<file path="config.mk">
export PLATFORM = sky130hd
export DESIGN_NAME = ranked_preference_list_core
export DESIGN_NICKNAME = d
export VERILOG_FILES = /design/src/rtl/rpl_pkg.sv /design/src/rtl/ranked_preference_list_core.sv /design/src/rtl/rpl_cell.sv
export SDC_FILE = /design/constraint.sdc
export NUM_CORES = 2
export LEC_CHECK = 0
export BUFFER_PORTS_ARGS = -buffer_cell sky130_fd_sc_hd__buf_2
export CAP_MARGIN = 20
export CORE_ASPECT_RATIO = 2
export CORE_MARGIN = 2
export CORE_UTILIZATION = 26
export CTS_CLUSTER_DIAMETER = 40
export DETAILED_ROUTE_END_ITERATION = 10
export PLACE_DENSITY = 0.47
export SETUP_SLACK_MARGIN = 0.15
export SKIP_CTS_REPAIR_TIMING = 1
export SLEW_MARGIN = 10
export SYNTH_ARGS = -nofsm -noshare
export SYNTH_HDL_FRONTEND = slang
export SYNTH_SLANG_ARGS = --single-unit
export TNS_END_PERCENT = 30
</file>
<file path="constraint.sdc">
create_clock -name clk -period 11 [get_ports clk]
set_input_delay 1.65 -clock clk [delete_from_list [all_inputs] [get_ports clk]]
set_output_delay 1.65 -clock clk [all_outputs]
set_load 0.005 [all_outputs]
</file>
<file path="src/rtl/rpl_pkg.sv">
// Package for the ranked preference list core.
// Request codes, sequencer states, field widths and cell bus types.
`timescale 1ns / 1ps

package rpl_pkg;

  localparam int VERTEX_W = 16;
  localparam int RANK_W   = 16;
  localparam int REQ_W    = 3;
  localparam int RPL_DEPTH = 64;

  localparam logic [RANK_W-1:0] RANK_MAX = {RANK_W{1'b1}};
  // rank of an absent vertex, one above every stored rank
  localparam logic [RANK_W:0]   RANK_INF = {1'b1, {RANK_W{1'b0}}};

  typedef enum logic [REQ_W-1:0] {
    REQ_CLEAR    = 3'd0,
    REQ_APPEND   = 3'd1,
    REQ_COMPARE  = 3'd2,
    REQ_RESTRICT = 3'd3,
    REQ_ADVANCE  = 3'd4,
    REQ_QUERY    = 3'd5
  } req_t;

  typedef enum logic [1:0] {
    ST_IDLE,
    ST_APPLY,
    ST_REPORT
  } state_t;

  // broadcast to every cell
  typedef struct packed {
    logic                cmp;
    logic [VERTEX_W-1:0] key_a;
    logic [VERTEX_W-1:0] key_b;
    logic [VERTEX_W-1:0] wr_vertex;
    logic [RANK_W-1:0]   wr_rank;
  } cell_bus_t;

  // handed from each cell to the next: a match was seen further up
  typedef struct packed {
    logic found_a;
    logic found_b;
  } chain_t;

endpackage

</file>
<file path="src/rtl/ranked_preference_list_core.sv">
// Ranked preference list core: a row of entry cells with a request sequencer.
// A request is taken only in idle; the cells register their matches, the apply
// state resolves the first-match chain and updates state, and the report state
// loads the head readout into the output register, which out_stall can delay.
// Reset clears counters, head, end and the output valid; entry cells are
// undefined until appended.
`timescale 1ns / 1ps

module ranked_preference_list_core #(
  parameter int  LIST_DEPTH = rpl_pkg::RPL_DEPTH,
  localparam int CNT_W      = $clog2(LIST_DEPTH + 1)
) (
  input  logic                          clk,
  input  logic                          rst,
  input  logic                          in_valid,
  output logic                          in_stall,
  input  logic [rpl_pkg::REQ_W-1:0]     req_type,
  input  logic [rpl_pkg::VERTEX_W-1:0]  vertex_a,
  input  logic [rpl_pkg::VERTEX_W-1:0]  vertex_b,
  input  logic                          keep_rank,
  input  logic                          tie_mode,
  output logic                          out_valid,
  input  logic                          out_stall,
  output logic                          better,
  output logic [rpl_pkg::VERTEX_W-1:0]  head_vertex,
  output logic                          head_valid,
  output logic [CNT_W-1:0]              list_size,
  output logic                          overflow
);
  import rpl_pkg::*;

  localparam int IDX_W = $clog2(LIST_DEPTH);

  state_t state, state_next;

  logic [REQ_W-1:0]    req_q;
  logic [VERTEX_W-1:0] vertex_q;
  logic                same_q;
  logic                tie_q;

  logic [CNT_W-1:0]  stored_count, stored_count_next;
  logic [CNT_W-1:0]  head_index, head_index_next;
  logic [CNT_W-1:0]  end_index, end_index_next;
  logic [RANK_W-1:0] rank_counter, rank_counter_next;
  logic              better_r, better_next;
  logic              overflow_r, overflow_next;

  logic in_fire, apply, load_out, append_do;
  logic [RANK_W-1:0] rank_new;

  cell_bus_t bus;
  chain_t    chain [0:LIST_DEPTH];
  logic [LIST_DEPTH-1:0] first_a, first_b, live, wr;
  logic [VERTEX_W-1:0]   cell_vertex [0:LIST_DEPTH-1];
  logic [RANK_W-1:0]     cell_rank   [0:LIST_DEPTH-1];

  logic [RANK_W-1:0]   rank_a, rank_b;
  logic [IDX_W-1:0]    idx_a;
  logic [RANK_W:0]     ra, rb;
  logic [VERTEX_W-1:0] head_sel;
  logic                hv_ok;

  assign in_stall = (state != ST_IDLE);
  assign in_fire  = in_valid && !in_stall;
  assign apply    = (state == ST_APPLY);
  assign load_out = (state == ST_REPORT) && (!out_valid || !out_stall);

  // cell row
  assign chain[0] = '0;
  assign bus.cmp       = in_fire;
  assign bus.key_a     = vertex_a;
  assign bus.key_b     = vertex_b;
  assign bus.wr_vertex = vertex_q;
  assign bus.wr_rank   = rank_new;

  assign append_do = apply && (req_q == REQ_APPEND)
                     && (stored_count != CNT_W'(LIST_DEPTH));
  assign rank_new  = (!same_q && rank_counter != RANK_MAX)
                     ? rank_counter + RANK_W'(1) : rank_counter;

  for (genvar g = 0; g < LIST_DEPTH; g++) begin : g_cell
    assign live[g] = CNT_W'(g) < end_index;
    assign wr[g]   = append_do && (stored_count[IDX_W-1:0] == IDX_W'(g));
    rpl_cell u_cell (
      .clk       (clk),
      .bus       (bus),
      .wr        (wr[g]),
      .live      (live[g]),
      .chain_in  (chain[g]),
      .chain_out (chain[g+1]),
      .first_a   (first_a[g]),
      .first_b   (first_b[g]),
      .vertex    (cell_vertex[g]),
      .rank      (cell_rank[g])
    );
  end

  // one-hot selects from the row
  always_comb begin
    rank_a   = '0;
    rank_b   = '0;
    idx_a    = '0;
    head_sel = '0;
    for (int i = 0; i < LIST_DEPTH; i++) begin
      if (first_a[i]) begin
        rank_a = rank_a | cell_rank[i];
        idx_a  = idx_a | IDX_W'(i);
      end
      if (first_b[i]) rank_b = rank_b | cell_rank[i];
      if (head_index == CNT_W'(i)) head_sel = head_sel | cell_vertex[i];
    end
  end

  assign ra = chain[LIST_DEPTH].found_a ? {1'b0, rank_a} : RANK_INF;
  assign rb = chain[LIST_DEPTH].found_b ? {1'b0, rank_b} : RANK_INF;

  // state updates
  always_comb begin
    stored_count_next = stored_count;
    head_index_next   = head_index;
    end_index_next    = end_index;
    rank_counter_next = rank_counter;
    better_next       = better_r;
    overflow_next     = overflow_r;
    if (apply) begin
      better_next   = 1'b0;
      overflow_next = 1'b0;
      case (req_q)
        REQ_CLEAR: begin
          stored_count_next = '0;
          head_index_next   = '0;
          end_index_next    = '0;
        end
        REQ_APPEND: begin
          if (append_do) begin
            rank_counter_next = rank_new;
            stored_count_next = stored_count + CNT_W'(1);
            end_index_next    = stored_count + CNT_W'(1);
          end else begin
            overflow_next = 1'b1;
          end
        end
        REQ_COMPARE: begin
          better_next = tie_q ? (ra <= rb) : (ra < rb);
        end
        REQ_RESTRICT: begin
          if (chain[LIST_DEPTH].found_a) end_index_next = CNT_W'(idx_a) + CNT_W'(1);
        end
        REQ_ADVANCE: begin
          if (head_index < end_index) head_index_next = head_index + CNT_W'(1);
        end
        default: begin
        end
      endcase
    end
  end

  // sequencer
  always_comb begin
    state_next = state;
    case (state)
      ST_IDLE:   if (in_fire) state_next = ST_APPLY;
      ST_APPLY:  state_next = ST_REPORT;
      ST_REPORT: if (load_out) state_next = ST_IDLE;
      default:   state_next = ST_IDLE;
    endcase
  end

  assign hv_ok = head_index < end_index;

  always_ff @(posedge clk) begin
    if (rst) begin
      state        <= ST_IDLE;
      stored_count <= '0;
      head_index   <= '0;
      end_index    <= '0;
      rank_counter <= '0;
      out_valid    <= 1'b0;
    end else begin
      state        <= state_next;
      stored_count <= stored_count_next;
      head_index   <= head_index_next;
      end_index    <= end_index_next;
      rank_counter <= rank_counter_next;
      if (load_out)                    out_valid <= 1'b1;
      else if (out_valid && !out_stall) out_valid <= 1'b0;
    end
  end

  always_ff @(posedge clk) begin
    if (in_fire) begin
      req_q    <= req_type;
      vertex_q <= vertex_a;
      same_q   <= keep_rank;
      tie_q    <= tie_mode;
    end
    better_r   <= better_next;
    overflow_r <= overflow_next;
    if (load_out) begin
      better      <= better_r;
      overflow    <= overflow_r;
      head_valid  <= hv_ok;
      head_vertex <= hv_ok ? head_sel : '0;
      list_size   <= hv_ok ? end_index - head_index : '0;
    end
  end

endmodule

</file>
<file path="src/rtl/rpl_cell.sv">
// One entry cell of the preference list: vertex, rank and match flags.
// Depends on rpl_pkg; passes the first-match chain to its neighbor.
`timescale 1ns / 1ps

module rpl_cell (
  input  logic                          clk,
  input  rpl_pkg::cell_bus_t            bus,
  input  logic                          wr,
  input  logic                          live,
  input  rpl_pkg::chain_t               chain_in,
  output rpl_pkg::chain_t               chain_out,
  output logic                          first_a,
  output logic                          first_b,
  output logic [rpl_pkg::VERTEX_W-1:0]  vertex,
  output logic [rpl_pkg::RANK_W-1:0]    rank
);
  import rpl_pkg::*;

  logic match_a;
  logic match_b;

  always_ff @(posedge clk) begin
    if (wr) begin
      vertex <= bus.wr_vertex;
      rank   <= bus.wr_rank;
    end
    if (bus.cmp) begin
      match_a <= live && (vertex == bus.key_a);
      match_b <= live && (vertex == bus.key_b);
    end
  end

  assign first_a           = match_a && !chain_in.found_a;
  assign first_b           = match_b && !chain_in.found_b;
  assign chain_out.found_a = chain_in.found_a || match_a;
  assign chain_out.found_b = chain_in.found_b || match_b;

endmodule
</file>
==> metrics.txt, run 1 <==
# TYPE chip_impl_metric gauge
chip_impl_metric{name="area_share_of_the_leading_cell_type_in_the_synthesized_netlist",unit="%"} 58.0
chip_impl_info{name="synthTopCellsByArea",value="sky130_fd_sc_hd__edfxtp_1 58%, sky130_fd_sc_hd__xor2_1 13%, sky130_fd_sc_hd__a22oi_1 3.0%, sky130_fd_sc_hd__a221oi_1 2.8%, sky130_fd_sc_hd__nor4_1 2.8%"} 1
chip_impl_metric{name="grt_start_max_net_pins",unit=""} 74
chip_impl_metric{name="syn_nets",unit=""} 9058
chip_impl_metric{name="num_io_pins",unit=""} 69
chip_impl_metric{name="yosys_warning_count",unit=""} 0
chip_impl_metric{name="hpwl",unit="mm"} 852
chip_impl_metric{name="initial_core_util",unit="%"} 26.1
chip_impl_metric{name="h-tree-depth",unit=""} 5
chip_impl_metric{name="detailedPlace.worstSlack",unit="ns"} 4.00
chip_impl_metric{name="numClockSinks",unit=""} 2265
chip_impl_info{name="tool.error",value="[ERROR GRT-0116] Global routing finished with congestion. Check the congestion regions in the DRC Viewer."} 1
chip_impl_metric{name="synthesis.instances",unit=""} 8982
chip_impl_metric{name="cts_inserted_buffers",unit=""} 350
chip_impl_metric{name="buffer_ports.inserted",unit=""} 68
chip_impl_metric{name="place.gp.congestion",unit=""} 1.14
chip_impl_metric{name="cts_buffer_depth",unit=""} 4
chip_impl_metric{name="die_h",unit="µm"} 945
chip_impl_info{name="postSynth.topFlopCell",value="sky130_fd_sc_hd__edfxtp_1"} 1
chip_impl_metric{name="netlist_cell_types",unit=""} 101
chip_impl_metric{name="syn-cell-area",unit="µm²"} 115000
chip_impl_metric{name="synth.avg_cell_area",unit="µm²"} 12.8
chip_impl_metric{name="die-width",unit="µm"} 475
chip_impl_metric{name="grt_pass1_wl",unit="mm"} 1610
chip_impl_metric{name="post_synth_edffs",unit=""} 2225
chip_impl_metric{name="floorplan.rows",unit=""} 345
chip_impl_metric{name="ys_async_sr_fraction",unit="%"} 0
chip_impl_metric{name="ys_seq_elements",unit=""} 2265
chip_impl_info{name="fail_step",value="global routing (5_1_grt)"} 1
chip_impl_metric{name="share_of_synthesized_area_occupied_by_flip_flops_and_latches",unit="%"} 58.7
chip_impl_metric{name="number_of_global_route_vias_before_repair",unit=""} 116000
chip_impl_info{name="cts_root_buf",value="sky130_fd_sc_hd__clkbuf_16"} 1
chip_impl_metric{name="placement.cell_area",unit="µm²"} 127000
chip_impl_info{name="synth_area_leader_cell",value="sky130_fd_sc_hd__edfxtp_1"} 1
chip_impl_metric{name="grt.total_usage",unit="%"} 55.9
chip_impl_metric{name="overflow",unit=""} 249
chip_impl_info{name="run_status",value="did not finish"} 1
## logic make-up after synthesis
| group | count (synthesis) | share of synthesized area [%] |
|---|---|---|
| flip-flops | 2265 | 58.7 |
| AND/OR/NAND/NOR | 2135 | 10.3 |
| XOR/XNOR | 2082 | 15.8 |
| AO/OA/AOI/OAI | 1803 | 12.5 |
| buffers and inverters | 658 | 2.23 |
| adder cells (fa/ha/maj) | 35 | 0.387 |
| multiplexers | 4 | 0.0369 |
## metal layers
metal / track usage [%] / overflow
met3: 27.1 / 0
met4: 63.9 / 119
met2: 81.2 / 130
met1: 53.9 / 0
met5: 5.35 / 0
## metrics by stage
step / hold slack, ns / std cells / util, %
after global placement: 0.460 / 15000 / 28.8
after CTS: 0.450 / 15700 / 31.6
after floorplan: 0.400 / 8982 / -
after detailed placement: 0.427 / 15000 / 28.9
## Yosys cell counts, types with 11 or more instances
cell	instances
sky130_fd_sc_hd__a221o_1	54
sky130_fd_sc_hd__nand4_1	361
sky130_fd_sc_hd__o211ai_1	30
sky130_fd_sc_hd__a22o_1	299
sky130_fd_sc_hd__a211oi_1	34
sky130_fd_sc_hd__and4_1	38
sky130_fd_sc_hd__clkbuf_1	492
sky130_fd_sc_hd__and3_1	65
sky130_fd_sc_hd__ha_1	34
sky130_fd_sc_hd__o32ai_1	15
sky130_fd_sc_hd__a32oi_1	22
sky130_fd_sc_hd__a221oi_1	372
sky130_fd_sc_hd__nand3b_1	17
sky130_fd_sc_hd__nor3_1	108
sky130_fd_sc_hd__or3_1	23
sky130_fd_sc_hd__inv_1	55
sky130_fd_sc_hd__a32o_1	37
sky130_fd_sc_hd__nor2_1	376
sky130_fd_sc_hd__a21boi_0	13
sky130_fd_sc_hd__o21ai_0	95
sky130_fd_sc_hd__o311ai_0	16
sky130_fd_sc_hd__nand2_1	321
sky130_fd_sc_hd__xnor2_1	311
sky130_fd_sc_hd__edfxtp_1	2225
sky130_fd_sc_hd__dfxtp_1	40
sky130_fd_sc_hd__a222oi_1	85
sky130_fd_sc_hd__buf_2	41
sky130_fd_sc_hd__nand3_1	116
sky130_fd_sc_hd__a22oi_1	466
sky130_fd_sc_hd__a31oi_1	15
sky130_fd_sc_hd__o221ai_1	17
sky130_fd_sc_hd__a2111oi_0	11
sky130_fd_sc_hd__nor4_1	512
sky130_fd_sc_hd__o22ai_1	38
sky130_fd_sc_hd__buf_1	61
sky130_fd_sc_hd__xor2_1	1771
sky130_fd_sc_hd__nor2b_1	59
sky130_fd_sc_hd__o21a_1	13
sky130_fd_sc_hd__nand2b_1	26
sky130_fd_sc_hd__a21oi_1	118
==> run 2, diff against run 1 <==
--- a/config.mk
+++ b/config.mk
@@ -7,13 +7,10 @@
 export LEC_CHECK = 0
 export BUFFER_PORTS_ARGS = -buffer_cell sky130_fd_sc_hd__buf_2
 export CAP_MARGIN = 20
-export CORE_ASPECT_RATIO = 2
 export CORE_MARGIN = 2
-export CORE_UTILIZATION = 26
-export CTS_CLUSTER_DIAMETER = 40
+export CORE_UTILIZATION = 20
 export DETAILED_ROUTE_END_ITERATION = 10
-export PLACE_DENSITY = 0.47
-export SETUP_SLACK_MARGIN = 0.15
+export PLACE_DENSITY_LB_ADDON = 0.15
 export SKIP_CTS_REPAIR_TIMING = 1
 export SLEW_MARGIN = 10
 export SYNTH_ARGS = -nofsm -noshare
==> run 2 against run 1 <==
Net effect:
- the flow now finishes without violations
- synthesized area is the same
- synthesized cell count unchanged
==> metrics.txt, run 2 <==
# TYPE chip_impl_metric gauge
chip_impl_info{name="rsz_0062_raised_after_global_routing",value="false"} 1
chip_impl_metric{name="worst_ep_required_time",unit="ns"} 11.81
chip_impl_metric{name="final.setup.tns",unit="ns"} 0
chip_impl_metric{name="numClockSinks",unit=""} 2265
chip_impl_metric{name="netSwitchingPower",unit="mW"} 5.44
chip_impl_info{name="synthTopCellsByArea",value="sky130_fd_sc_hd__edfxtp_1 58%, sky130_fd_sc_hd__xor2_1 13%, sky130_fd_sc_hd__a22oi_1 3.0%, sky130_fd_sc_hd__a221oi_1 2.8%, sky130_fd_sc_hd__nor4_1 2.8%"} 1
chip_impl_metric{name="buffer_ports.inserted",unit=""} 68
chip_impl_metric{name="final_core_area_utilization",unit="%"} 24.0
chip_impl_metric{name="routedWlPerCell",unit="µm"} 52.2
chip_impl_metric{name="finalMaxSlewViolations",unit=""} 0
chip_impl_metric{name="floorplan.die_area",unit="µm²"} 582000
chip_impl_metric{name="grt_start_max_net_pins",unit=""} 112
chip_impl_metric{name="initial_core_util",unit="%"} 20.1
chip_impl_info{name="worstPathCellList",value="nor4_4, buf_4, nand4_1, buf_4, nor4_4, buf_4, nand4_2, nor2_1, and3_1, a222oi_1, nand3_1, a211oi_1, ha_1, o21a_1, o21a_1, o21a_1, o21a_1, o21a_1, o21ai_0, a31oi_1, o21ai_0"} 1
chip_impl_metric{name="slew_headroom",unit="%"} 10.6
chip_impl_metric{name="first_pass_iters",unit=""} 6
chip_impl_info{name="synth_area_leader_cell",value="sky130_fd_sc_hd__edfxtp_1"} 1
chip_impl_metric{name="ys_seq_elements",unit=""} 2265
chip_impl_metric{name="compound_cell_area_share_of_the_yosys_netlist",unit="%"} 12.5
chip_impl_info{name="reg_top3",value="g_cell.u_cell.rank x1024, g_cell.u_cell.vertex x1024"} 1
chip_impl_metric{name="worstSkewPairLatency",unit="ns"} 1.03
chip_impl_info{name="timing.rr.start",value="g_cell[1].u_cell.match_b"} 1
chip_impl_metric{name="synthesis.instances",unit=""} 8982
chip_impl_metric{name="grt.total_usage",unit="%"} 29.5
chip_impl_metric{name="slowest_delay",unit="ns"} 0.94
chip_impl_metric{name="drt.antenna.violating_nets",unit=""} 0
chip_impl_metric{name="detail_route.vias_per_cell",unit=""} 5.67
chip_impl_metric{name="final.min_clock_period",unit="ns"} 7.00
chip_impl_metric{name="synthXorXnorAreaFrac",unit="%"} 15.8
chip_impl_info{name="worstSetupPathType",value="flip-flop to flip-flop"} 1
chip_impl_metric{name="synth_mux_area_share",unit="%"} 0.0369
chip_impl_metric{name="overflow",unit=""} 0
chip_impl_metric{name="ys_async_sr_fraction",unit="%"} 0
chip_impl_metric{name="grt_pass1_wl",unit="mm"} 1100
chip_impl_info{name="mostFrequentLayoutCells",value="2,225 x sky130_fd_sc_hd__edfxtp_1, 1,765 x sky130_fd_sc_hd__xor2_1, 508 x sky130_fd_sc_hd__buf_4"} 1
chip_impl_metric{name="dr.first_iter.drc_count",unit=""} 17000
chip_impl_metric{name="share_of_synthesized_area_occupied_by_flip_flops_and_latches",unit="%"} 58.7
chip_impl_info{name="hp-start",value="overflow_r"} 1
chip_impl_info{name="synth_top_family_by_area",value="XOR/XNOR gates"} 1
chip_impl_metric{name="synth-simple-area-share",unit="%"} 10.3
chip_impl_metric{name="vdd.ir_drop.worst",unit="V"} 0.000114
chip_impl_metric{name="path_max_fanout",unit=""} 22
chip_impl_metric{name="finalSetupViolations",unit=""} 0
chip_impl_info{name="startpoint_class_of_the_critical_path",value="flip-flop"} 1
chip_impl_metric{name="cts_buffer_depth",unit=""} 4
chip_impl_metric{name="power_density",unit="nW/µm²"} 150
chip_impl_info{name="min_to",value="overflow"} 1
chip_impl_metric{name="num_vias",unit=""} 96900
chip_impl_metric{name="post_synth_edffs",unit=""} 2225
chip_impl_info{name="setup.worst_path.end_class",value="flip-flop"} 1
chip_impl_metric{name="hold-path-cell-count",unit=""} 0
chip_impl_metric{name="p_int",unit="mW"} 15.2
chip_impl_metric{name="hold_viol_final",unit=""} 0
chip_impl_info{name="run_status",value="completed"} 1
chip_impl_metric{name="num_io_pins",unit=""} 69
chip_impl_metric{name="number_of_global_route_vias_before_repair",unit=""} 90100
chip_impl_metric{name="synth_fa_ha_area_share",unit="%"} 0.387
chip_impl_metric{name="max-cap-violations",unit=""} 0
chip_impl_info{name="cp_slowest_cell",value="sky130_fd_sc_hd__and3_1"} 1
chip_impl_metric{name="synth.avg_cell_area",unit="µm²"} 12.8
chip_impl_metric{name="power_frac_seq",unit="%"} 46.2
chip_impl_metric{name="depth_of_the_critical_timing_path_with_buffers_and_inverters_included",unit=""} 21
chip_impl_metric{name="arrival",unit="ns"} 7.81
chip_impl_metric{name="timing.reg2reg.worst_path_depth",unit=""} 21
chip_impl_info{name="timing.critical_path.max_delay_family",value="simple AND/OR/NAND/NOR gates"} 1
chip_impl_info{name="crit-reg2reg-capture",value="better_r"} 1
chip_impl_metric{name="die-width",unit="µm"} 763
chip_impl_metric{name="final.setup_skew",unit="ns"} 0.0625
chip_impl_metric{name="floorplan.rows",unit=""} 278
chip_impl_metric{name="worst-path-buf-inv",unit=""} 3
chip_impl_info{name="timing.critical_path.mode_cell",value="sky130_fd_sc_hd__o21a_1"} 1
chip_impl_metric{name="syn-cell-area",unit="µm²"} 115000
chip_impl_metric{name="synthToLayoutAreaGrowth",unit="%"} 19.3
chip_impl_metric{name="power.share.switching",unit="%"} 26.4
chip_impl_metric{name="netlist_cell_types",unit=""} 101
chip_impl_metric{name="drc_errors",unit=""} 0
chip_impl_metric{name="place.gp.congestion",unit=""} 1.05
chip_impl_metric{name="path_clk_slew",unit="ns"} 0.06
chip_impl_metric{name="r2r_setup_slack",unit="ns"} 4.00
chip_impl_metric{name="layout_worst_path_cycle_share",unit="%"} 63.7
chip_impl_metric{name="syn_nets",unit=""} 9058
chip_impl_metric{name="drt_wl_total",unit="mm"} 892
chip_impl_metric{name="share_comb_of_total_power",unit="%"} 7.2
chip_impl_metric{name="clock_power_share",unit="%"} 46.6
chip_impl_info{name="cts_root_buf",value="sky130_fd_sc_hd__clkbuf_16"} 1
chip_impl_metric{name="cts_inserted_buffers",unit=""} 288
chip_impl_info{name="postSynth.topFlopCell",value="sky130_fd_sc_hd__edfxtp_1"} 1
chip_impl_info{name="cts_tree",value="yes"} 1
chip_impl_metric{name="drive_above_1_share",unit="%"} 13.1
chip_impl_metric{name="die_h",unit="µm"} 763
chip_impl_metric{name="nFillCells",unit=""} 59800
chip_impl_metric{name="yosys_warning_count",unit=""} 0
chip_impl_info{name="layout.cells.most_common",value="sky130_fd_sc_hd__edfxtp_1"} 1
chip_impl_metric{name="h-tree-depth",unit=""} 5
chip_impl_metric{name="fin_nets",unit=""} 9332
chip_impl_metric{name="fmax",unit="MHz"} 143
chip_impl_metric{name="worst-slew-pin-transition",unit="ns"} 1.34
chip_impl_metric{name="static-leakage-power",unit="nW"} 43.3
chip_impl_info{name="yosysMostFrequentCell",value="sky130_fd_sc_hd__edfxtp_1"} 1
chip_impl_metric{name="design.core.area",unit="µm²"} 574000
chip_impl_info{name="synth.top_cells.by_count",value="2,225 x sky130_fd_sc_hd__edfxtp_1, 1,771 x sky130_fd_sc_hd__xor2_1, 512 x sky130_fd_sc_hd__nor4_1, 492 x sky130_fd_sc_hd__clkbuf_1, 466 x sky130_fd_sc_hd__a22oi_1"} 1
chip_impl_info{name="worst_hold_path_type",value="flip-flop to flip-flop"} 1
chip_impl_metric{name="hpwl",unit="mm"} 664
chip_impl_metric{name="antenna_found_initial",unit=""} 115
chip_impl_metric{name="area_share_of_the_leading_cell_type_in_the_synthesized_netlist",unit="%"} 58.0
-- run 2: cell counts after synthesis --
Identical to the previous run, type by type.
-- run 2: how the worst max path moves through the flow --
| stage | start | slack, ns | to |
|---|---|---|---|
| finish | g_cell[1].u_cell.match_b | 4.00 | better_r |
| global route | g_cell[1].u_cell.match_b | 3.85 | better_r |
| CTS | g_cell[1].u_cell.match_b | 4.17 | better_r |
| detailed placement | g_cell[1].u_cell.match_b | 4.20 | better_r |
| global placement | g_cell[4].u_cell.match_a | 4.36 | better_r |
| floorplan | in_valid | 2.50 | g_cell[0].u_cell.match_a |
-- run 2: per-layer routing --
layer  GRT usage (%)  vias up  routed length (µm)
li1                -    36000                   -
met1            35.7    51500              339000
met2            46.5     7400              398000
met3            6.23     1900               74900
met4            21.3       32               80200
met5               0        -                 207
-- run 2: cell type report --
cell class | instances | area, µm² | area share (%)
Sequential cell | 2265 | 67600 | 49.2
Clock buffer | 354 | 7560 | 5.50
Clock inverter | 156 | 1480 | 1.08
Antenna cell | 54 | 135 | 0.0983
Inverter | 55 | 206 | 0.150
Tap cell | 7560 | 9460 | 6.88
Timing Repair Buffer | 587 | 4650 | 3.39
Multi-Input combinational cell | 6059 | 46300 | 33.7
-- run 2: logic make-up after synthesis --
| logic type | after synthesis |
|---|---|
| flops | 2265 |
| simple gates | 2135 |
| xor+xnor | 2082 |
| compound gates | 1803 |
| buf+inv | 658 |
| fa+ha+maj | 35 |
| mux | 4 |
-- run 2: power by group through the flow --
stage,clock network (mW),logic (mW),registers (mW)
floorplan,0,0.656,9.71
global placement,0,1.44,9.71
detailed placement,0,1.44,9.71
CTS,9.72,1.44,9.53
global route,10.0,1.48,9.53
finish,9.60,1.48,9.53
-- run 2: through the flow --
stage	instance area (µm²)	hold WS [ns]	cells	worst slack [ns]	total power, mW
after floorplan	115000	0.400	8982	2.50	10.4
after global placement	128000	0.421	16500	4.36	11.2
after detailed placement	128000	0.420	16500	4.20	11.2
after CTS	137000	0.434	17000	4.17	20.7
after global routing	137000	0.433	17000	3.85	21.0
final	137000	0.427	17100	4.00	20.6
Power figures use the tool's default switching activity.
